===== src/hw/rtl/powerline_frame_receiver_core_defines.svh =====
// Assertion macros used by the receiver top level.
`ifndef POWERLINE_FRAME_RECEIVER_CORE_DEFINES_SVH
`define POWERLINE_FRAME_RECEIVER_CORE_DEFINES_SVH

// Same-cycle implication, disabled while in reset.
`define PRX_ASSERT_IMP(label, clk, rst_n, ante, cons, msg) \
	label: assert property (@(posedge clk) disable iff (!rst_n) (ante) |-> (cons)) \
		else $error(msg);

// Next-cycle implication, disabled while in reset.
`define PRX_ASSERT_NXT(label, clk, rst_n, ante, cons, msg) \
	label: assert property (@(posedge clk) disable iff (!rst_n) (ante) |=> (cons)) \
		else $error(msg);

`endif


===== src/hw/rtl/prx_pkg.sv =====
// Types and constants of the powerline frame receiver.
package prx_pkg;

	localparam int LineW  = 9;
	localparam int CmdW   = 5;
	localparam int HouseW = 4;
	localparam int PosW   = 5;
	localparam int CfgIdxW = 2;

	localparam logic [PosW-1:0] LastLinePos   = 5'd8;
	localparam logic [PosW-1:0] LastRepeatPos = 5'd17;
	localparam logic [PosW-1:0] LineBits      = 5'd9;
	localparam logic [3:0]      StartCode     = 4'hE;

	// Configuration register indexes
	localparam logic [CfgIdxW-1:0] CfgUnitAddress = 2'd0;
	localparam logic [CfgIdxW-1:0] CfgOnCode      = 2'd1;
	localparam logic [CfgIdxW-1:0] CfgOffCode     = 2'd2;

	typedef struct packed {
		logic [LineW-1:0] unit_address;
		logic [CmdW-1:0]  on_code;
		logic [CmdW-1:0]  off_code;
	} prx_cfg_t;

	// Control state, cleared by reset
	typedef struct packed {
		logic [3:0]       start_shift;
		logic             start_found;
		logic             half_phase;
		logic             first_half;
		logic [PosW-1:0]  bit_position;
		logic             line_accepted;
		logic [LineW-1:0] accepted_line;
		logic             listen_flag;
		logic             ack_flag;
		logic             handle_flag;
		logic             lamp_flag;
	} prx_ctrl_t;

	typedef struct packed {
		logic             half_bit;
		logic             line_valid;
		logic [LineW-1:0] line_value;
		logic             listening;
		logic             acknowledge;
		logic             handle_pending;
		logic             lamp_on;
	} prx_res_t;

endpackage


===== src/hw/rtl/prx_step.sv =====
// Next-state and result logic for one zero-crossing item.
module prx_step (
	input  prx_pkg::prx_ctrl_t           cur,
	input  logic [prx_pkg::LineW-1:0]    line_store,
	input  logic [prx_pkg::LineW-1:0]    repeat_store,
	input  prx_pkg::prx_cfg_t            cfg,
	input  logic                         first_sample,
	input  logic                         second_sample,
	output prx_pkg::prx_ctrl_t           nxt,
	output logic [prx_pkg::LineW-1:0]    line_store_nxt,
	output logic [prx_pkg::LineW-1:0]    repeat_store_nxt,
	output prx_pkg::prx_res_t            res
);

	logic                       hb;
	logic                       done;
	logic                       dec_bit;
	logic                       line_done;
	logic                       valid;
	logic                       house_ok;
	logic [prx_pkg::PosW-1:0]   rep_pos;
	logic [prx_pkg::CmdW-1:0]   cmd;

	always_comb begin
		nxt              = cur;
		line_store_nxt   = line_store;
		repeat_store_nxt = repeat_store;
		done             = 1'b0;
		line_done        = 1'b0;
		valid            = 1'b0;
		hb               = first_sample & second_sample;
		dec_bit          = cur.first_half & ~hb;
		rep_pos          = cur.bit_position - prx_pkg::LineBits;

		// hunt for start code; the step that finds it does nothing else
		if (!cur.start_found) begin
			nxt.start_shift = {cur.start_shift[2:0], hb};
			if (nxt.start_shift == prx_pkg::StartCode) begin
				nxt.start_found = 1'b1;
				done            = 1'b1;
			end
		end

		// pair half-bits: 10 decodes to one, anything else to zero
		if (!done && nxt.start_found) begin
			if (!cur.half_phase) begin
				nxt.first_half = hb;
				nxt.half_phase = 1'b1;
			end else begin
				nxt.half_phase = 1'b0;
				nxt.first_half = 1'b0;
				if (cur.bit_position <= prx_pkg::LastLinePos) begin
					for (int i = 0; i < prx_pkg::LineW; i++) begin
						if (cur.bit_position[3:0] == 4'(i)) line_store_nxt[i] = dec_bit;
					end
					if (cur.bit_position == prx_pkg::LastLinePos) nxt.start_found = 1'b0;
					nxt.bit_position = cur.bit_position + 5'd1;
				end else if (cur.bit_position <= prx_pkg::LastRepeatPos) begin
					for (int i = 0; i < prx_pkg::LineW; i++) begin
						if (rep_pos[3:0] == 4'(i)) repeat_store_nxt[i] = dec_bit;
					end
					if (cur.bit_position == prx_pkg::LastRepeatPos) begin
						line_done        = 1'b1;
						nxt.start_found  = 1'b0;
						nxt.bit_position = '0;
					end else begin
						nxt.bit_position = cur.bit_position + 5'd1;
					end
				end
			end
		end

		// repeat check
		if (!done && line_done) begin
			if (line_store_nxt == repeat_store_nxt) begin
				nxt.accepted_line = line_store_nxt;
				nxt.line_accepted = 1'b1;
				valid             = 1'b1;
			end else begin
				nxt.line_accepted = 1'b0;
			end
		end

		// address line: own address arms listening and ends the step
		if (!done && nxt.line_accepted && !nxt.accepted_line[prx_pkg::LineW-1]) begin
			nxt.line_accepted = 1'b0;
			if (nxt.accepted_line == cfg.unit_address) begin
				nxt.listen_flag = 1'b1;
				done            = 1'b1;
			end else begin
				nxt.listen_flag = 1'b0;
			end
		end

		// command line; ON wins over OFF when codes are equal
		cmd      = nxt.accepted_line[prx_pkg::LineW-1:prx_pkg::HouseW];
		house_ok = nxt.accepted_line[prx_pkg::HouseW-1:0]
			== cfg.unit_address[prx_pkg::HouseW-1:0];
		if (!done && nxt.listen_flag && nxt.accepted_line[prx_pkg::LineW-1]) begin
			nxt.listen_flag = 1'b0;
			nxt.handle_flag = 1'b1;
			if (house_ok && cmd == cfg.on_code) begin
				nxt.lamp_flag = 1'b1;
				nxt.ack_flag  = 1'b1;
			end else if (house_ok && cmd == cfg.off_code) begin
				nxt.lamp_flag = 1'b0;
				nxt.ack_flag  = 1'b1;
			end else begin
				nxt.ack_flag  = 1'b0;
			end
		end

		res.half_bit       = hb;
		res.line_valid     = valid;
		res.line_value     = nxt.accepted_line;
		res.listening      = nxt.listen_flag;
		res.acknowledge    = nxt.ack_flag;
		res.handle_pending = nxt.handle_flag;
		res.lamp_on        = nxt.lamp_flag;
	end

endmodule


===== src/hw/rtl/powerline_frame_receiver_core.sv =====
// Top level of the powerline frame receiver: input stage, state and result register.
//
// Channel  Handshake           Payload
// in       in_valid/in_stall   first_sample, second_sample
// out      out_valid/out_stall half_bit, line_valid, line_value, listening,
//                              acknowledge, handle_pending, lamp_on
// cfg      cfg_valid/cfg_ready cfg_index, cfg_data
//
// One item per cycle unless out_stall holds a valid result; each item passes the
// input register, then the single-pass state update into the result register.
// Reset clears all control state; the line and repeat stores are not reset.
// A stalled result holds the result register; the input stage still takes
// an item while the result register frees in the same cycle.
`include "powerline_frame_receiver_core_defines.svh"

module powerline_frame_receiver_core (
	input  logic                                clk,
	input  logic                                arst_n,
	input  logic                                in_valid,
	output logic                                in_stall,
	input  logic                                first_sample,
	input  logic                                second_sample,
	output logic                                out_valid,
	input  logic                                out_stall,
	output logic                                half_bit,
	output logic                                line_valid,
	output logic [prx_pkg::LineW-1:0]           line_value,
	output logic                                listening,
	output logic                                acknowledge,
	output logic                                handle_pending,
	output logic                                lamp_on,
	input  logic                                cfg_valid,
	output logic                                cfg_ready,
	input  logic [prx_pkg::CfgIdxW-1:0]         cfg_index,
	input  logic [prx_pkg::LineW-1:0]           cfg_data
);

	logic                        valid_s1;
	logic                        first_s1;
	logic                        second_s1;
	logic                        out_valid_q;
	logic                        out_free;
	logic                        adv;
	prx_pkg::prx_res_t           res_q;
	prx_pkg::prx_res_t           res_nxt;
	prx_pkg::prx_ctrl_t          ctrl_q;
	prx_pkg::prx_ctrl_t          ctrl_nxt;
	prx_pkg::prx_cfg_t           cfg_q;
	logic [prx_pkg::LineW-1:0]   line_store_q;
	logic [prx_pkg::LineW-1:0]   repeat_store_q;
	logic [prx_pkg::LineW-1:0]   line_store_nxt;
	logic [prx_pkg::LineW-1:0]   repeat_store_nxt;

	// flow control
	assign out_free  = !out_valid_q || !out_stall;
	assign adv       = valid_s1 && out_free;
	assign in_stall  = valid_s1 && !out_free;
	assign cfg_ready = 1'b1;

	// configuration registers
	always_ff @(posedge clk or negedge arst_n) begin
		if (!arst_n) begin
			cfg_q <= '0;
		end else if (cfg_valid) begin
			unique case (cfg_index)
				prx_pkg::CfgUnitAddress: cfg_q.unit_address <= cfg_data;
				prx_pkg::CfgOnCode:      cfg_q.on_code <= cfg_data[prx_pkg::CmdW-1:0];
				prx_pkg::CfgOffCode:     cfg_q.off_code <= cfg_data[prx_pkg::CmdW-1:0];
				default: ;
			endcase
		end
	end

	// input stage
	always_ff @(posedge clk or negedge arst_n) begin
		if (!arst_n) begin
			valid_s1 <= 1'b0;
		end else if (!in_stall) begin
			valid_s1 <= in_valid;
		end
	end

	always_ff @(posedge clk) begin
		if (in_valid && !in_stall) begin
			first_s1  <= first_sample;
			second_s1 <= second_sample;
		end
	end

	prx_step u_step (
		.cur              (ctrl_q),
		.line_store       (line_store_q),
		.repeat_store     (repeat_store_q),
		.cfg              (cfg_q),
		.first_sample     (first_s1),
		.second_sample    (second_s1),
		.nxt              (ctrl_nxt),
		.line_store_nxt   (line_store_nxt),
		.repeat_store_nxt (repeat_store_nxt),
		.res              (res_nxt)
	);

	// control state and result valid
	always_ff @(posedge clk or negedge arst_n) begin
		if (!arst_n) begin
			ctrl_q      <= '0;
			out_valid_q <= 1'b0;
		end else begin
			if (adv) ctrl_q <= ctrl_nxt;
			if (out_free) out_valid_q <= valid_s1;
		end
	end

	// line stores and result payload
	always_ff @(posedge clk) begin
		if (adv) begin
			line_store_q   <= line_store_nxt;
			repeat_store_q <= repeat_store_nxt;
			res_q          <= res_nxt;
		end
	end

	assign out_valid      = out_valid_q;
	assign half_bit       = res_q.half_bit;
	assign line_valid     = res_q.line_valid;
	assign line_value     = res_q.line_value;
	assign listening      = res_q.listening;
	assign acknowledge    = res_q.acknowledge;
	assign handle_pending = res_q.handle_pending;
	assign lamp_on        = res_q.lamp_on;

	`PRX_ASSERT_NXT(a_state_holds, clk, arst_n, !adv, $stable(ctrl_q), "state changed without transfer")
	`PRX_ASSERT_NXT(a_res_matches, clk, arst_n, adv, res_q.line_value == ctrl_q.accepted_line, "result out of step with state")
	`PRX_ASSERT_NXT(a_handle_sticky, clk, arst_n, ctrl_q.handle_flag, ctrl_q.handle_flag, "handle flag dropped")
	`PRX_ASSERT_IMP(a_phase_in_frame, clk, arst_n, !ctrl_q.start_found, !ctrl_q.half_phase, "half phase set outside frame")

endmodule


===== config.mk =====
export PLATFORM = sky130hd
export DESIGN_NAME = powerline_frame_receiver_core
export DESIGN_NICKNAME = d
export VERILOG_FILES = /design/src/hw/rtl/prx_pkg.sv /design/src/hw/rtl/prx_step.sv /design/src/hw/rtl/powerline_frame_receiver_core.sv
export VERILOG_INCLUDE_DIRS = /design/src /design/src/hw/rtl
export SDC_FILE = /design/constraint.sdc
export NUM_CORES = 1
export LEC_CHECK = 0
export BUFFER_PORTS_ARGS = -buffer_cell sky130_fd_sc_hd__buf_2
export CORE_AREA = 3 3 107 109
export CTS_BUF_LIST = sky130_fd_sc_hd__clkbuf_4
export DETAILED_ROUTE_END_ITERATION = 10
export DIE_AREA = 0 0 110 112
export GPL_TIMING_DRIVEN = 1
export PLACE_DENSITY_LB_ADDON = 0.1
export SLEW_MARGIN = 0
export SYNTH_ARGS = -nofsm -noshare
export SYNTH_HDL_FRONTEND = slang
export SYNTH_SLANG_ARGS = --single-unit

===== constraint.sdc =====
create_clock -name clk -period 7.38 [get_ports clk]
set_input_delay 0.369 -clock clk [delete_from_list [all_inputs] [get_ports clk]]
set_output_delay 0.369 -clock clk [all_outputs]
set_load 0.01 [all_outputs]

==> summary by stage <==
Timing
The final setup TNS is 0 ps. The final number of hold-violating endpoints is 0. The total setup violations reported at the end of the flow is 0. The worst hold-check slack is between 2 and 2.5 ps. The worst-case headroom to the max-slew limit is between 40% and 50%. In the finished design, the share of the clock period the worst path needs comes to 65.92%. The final clock skew is 14.52 ps. For this run, the top clock speed supported by timing is 0.2055 GHz. The smallest clock period supported by the final layout is computed as 4865 ps. Setup repair after global routing left no endpoint under its margin.

The final number of max-transition violations is 0. For the pin with the worst max-slew slack, the measured transition is around 860 ps.

Worst setup path
In this run the critical register-to-register path is launched from ctrl_q[17]$_DFFE_PN0P_. The worst setup path is launched from a register. The critical path class is register to register. On the critical path the largest part of the delay comes from simple AND/OR/NAND/NOR gates. The worst reg-to-reg setup slack is 2510 ps. The critical path ends at lamp_on$_DFFE_PP_. The worst path buffer plus inverter count is 1.

The largest stage delay on the critical path is ~690 ps. The critical path runs through a total of 12 cells. STA classifies the critical path endpoint as a register. The data required time of the critical path is 7580 ps. The signal arrival time at the worst endpoint is 5070 ps. The number of cells on the worst reg-to-reg path is 12.

The end of the worst register-to-register path is lamp_on$_DFFE_PP_. In this run the worst setup path begins at ctrl_q[17]$_DFFE_PN0P_. Along the worst path, the maximum fanout reaches 17. The signal on the critical path passes through or3_4, a211o_1, a211oi_1, mux2i_1, xnor2_1, nand4_1, nor3_2, mux2i_1, inv_1, xnor2_1, a41oi_1, a311o_1. The slowest cell on the critical path is sky130_fd_sc_hd__nor3_2.

Layout
The number of antenna diodes in the final layout is 0. The synthesis-to-finish area growth is 9.445%. The net count of the finished layout is 481. The fraction of layout instances using a drive strength above 1 is 19.26%.

Routing
After detailed routing, the total wire length is 10450 um. The number of DRC violations after detailed routing is 0. The count of routing violations after the opening detailed-route iteration is 276.

The length of the first detailed-routing pass in iterations is 8. Dividing the detail-routed via count by the number of cells gives between 5 and 6. The via total after detailed routing is 3269.

After detailed routing, the average wire length per cell comes to 17.36 um. The count of nets left with antenna violations once routing finished came out at 0.

Die
The initial core utilization is 41.49%. The die span in y is roughly 110 um. The area of the core is ~11000 um2. The number of rows created at floorplan is 38. The floorplan step defined a die boundary enclosing approximately 12000 um2. Pin placement for this block handled 36 I/O pins. The width of the die is 110 um.

Logic synthesis
Yosys mapped a number of flops with a built-in enable equal to 35. The flip-flop and latch count after synthesis is 81. The count of different cell masters after synthesis is 63. The average footprint of a synthesized cell is 10.52 um2. The post-synthesis instance area is 4438 um2. Sequential elements use 49.62% of the synthesized area. The largest area contributor in the netlist is sky130_fd_sc_hd__dfrtp_1.

In the post-synthesis netlist, the cell with the most instances is sky130_fd_sc_hd__dfrtp_1. During synthesis, Yosys emitted a total of 0 warnings. The async set-or-reset flop fraction in the synthesized netlist is 56.79%.

The gate count after technology mapping is approximately 420. Yosys attributes the largest share of cell area to sky130_fd_sc_hd__dfrtp_1 26%, sky130_fd_sc_hd__edfxtp_1 24%, sky130_fd_sc_hd__mux2_2 6.3%. The flip-flop cell with the highest count after synthesis is sky130_fd_sc_hd__dfrtp_1. The number of nets handed over by synthesis was 446. By count the netlist is led by 46 x sky130_fd_sc_hd__dfrtp_1, 43 x sky130_fd_sc_hd__nand2_1, 37 x sky130_fd_sc_hd__inv_1.

The area share of the leading cell type in the synthesized netlist is 25.94%.

Placed design
In this run the tool buffered the top-level ports with 34 buffer cells. Routability-driven placement finished with a final weighted congestion of approximately 0.90. The HPWL after detailed placement is between 7000 and 8000 um.

Global route
The number of global-route vias before repair is 3232. The global-route usage over all layers is about 18%. Entering global routing, the biggest net connects 47 pins. The initial antenna violation count came to 0. The wire length of the first global-routing pass is 17220 um. Summed over all layers, the global routing overflow is 0.

Clocking
The post-CTS clock slew at the launch and capture registers of the worst setup and hold paths is 140 ps. After clock tree synthesis, the setup repair step added 0 buffers. The longest clock path from root to sink contains 2 buffers. The clock root buffer is sky130_fd_sc_hd__clkbuf_4. The hold buffer count at cts is 0. The clock insertion delay at the later pin of the skew report is 430 ps. The total CTS buffers is 9. TritonCTS built the clock tree. Counting every sink on the clock net gives 81. In this run, post-CTS repair resized a total of 0 instances. The H-tree was split into 3 levels.

Power and ir drop
The leakage component of the power is 0.001909 uW. The power per unit of standard cell area is 218.9 nW/um2. IR analysis of the VDD net gives a maximum drop of 0.08823 mV.

Min path
The min-delay analysis places its worst path in the category input pin to async pin.

Job
Across the run, the number of max-cap violations was 0.

Outcome
The run finished with clean final reports.
==> cell usage in the layout, fill, tap and decap left out, drive strengths merged, types with 4 or more instances in the layout <==
cell,instances
dfrtp,46
nand2,43
buf,38
inv,36
edfxtp,35
mux2,25
nor2,21
o21ai,20
mux2i,18
xnor2,16
a21oi,15
and2,11
nand3,10
clkbuf,9
nand4,8
a211oi,7
clkinv,7
nand2b,6
ha,6
and3,6
or3,6
o211ai,5
nor3,5
nor2b,4
o2111ai,4
o31ai,4
xor2,4
==> stage by stage <==
step	cells	util, %	area, um2	power (uW)	setup WS, ps
2_1_floorplan	422	-	4438	769.4	3639
3_3_place_gp	586	44.42	4752	846.9	2621
3_5_place_dp	586	44.42	4752	852.4	2558
4_1_cts	602	45.40	4857	1079	2532
5_1_grt	602	45.40	4857	1134	2193
6_report	602	45.40	4857	1063	2515
==> layout make-up <==
type / instances / area (um2)
fill: 1055 / 5841
inverter: 37 / 138.9
tap: 140 / 175.2
sequential: 81 / 2202
clock buffer: 9 / 67.56
timing repair buffer: 38 / 200.2
clock inverter: 7 / 37.54
multi-input combinational: 290 / 2036
==> where the power goes <==
part           leakage, uW  switching (uW)  internal (uW)  total, uW
logic             0.000976             154            112        266
clock network    0.0000582             157           65.4        223
registers         0.000875            52.4            522        575
==> logic make-up after synthesis <==
family | after synthesis | share of synthesized area, %
simple gates | 136 | 16.41
compound gates | 84 | 13.34
flops | 81 | 49.62
buf+inv | 51 | 4.511
mux | 43 | 10.40
xor+xnor | 20 | 3.947
fa+ha+maj | 6 | 1.692
other cells | 1 | 0.08450
==> layer usage <==
metal | GRT usage, % | wire length [um] | vias up
met1 | 27.06 | 5140 | 1559
met2 | 26.86 | 4602 | 93
met4 | 6.816 | 204 | 0
li1 | - | - | 1602
met5 | 0 | 0 | -
met3 | 2.841 | 505 | 15
==> worst min path at each step <==
stage	cells past startpoint	to	from	slack, ps
5_1_grt	2	ctrl_q[12]$_DFFE_PN0P_	arst_n	30
4_1_cts	2	ctrl_q[6]$_DFFE_PN0P_	arst_n	10
6_report	2	ctrl_q[6]$_DFFE_PN0P_	arst_n	2
2_1_floorplan	0	cfg_q[0]$_DFFE_PN0P_	arst_n	70
3_3_place_gp	1	ctrl_q[1]$_DFFE_PN0P_	ctrl_q[1]$_DFFE_PN0P_	450
3_5_place_dp	1	ctrl_q[1]$_DFFE_PN0P_	ctrl_q[1]$_DFFE_PN0P_	450
==> flip-flops by register name, indices dropped and copies added (netlist names) <==
signal and count:
acknowledge 1, cfg_q 19, ctrl_q 25, first_s1 1, half_bit 1, handle_pending 1, lamp_on 1, line_store_q 9
line_valid 1, line_value 9, listening 1, out_valid 1, repeat_store_q 9, second_s1 1, valid_s1 1
Power figures use the tool's default switching activity.
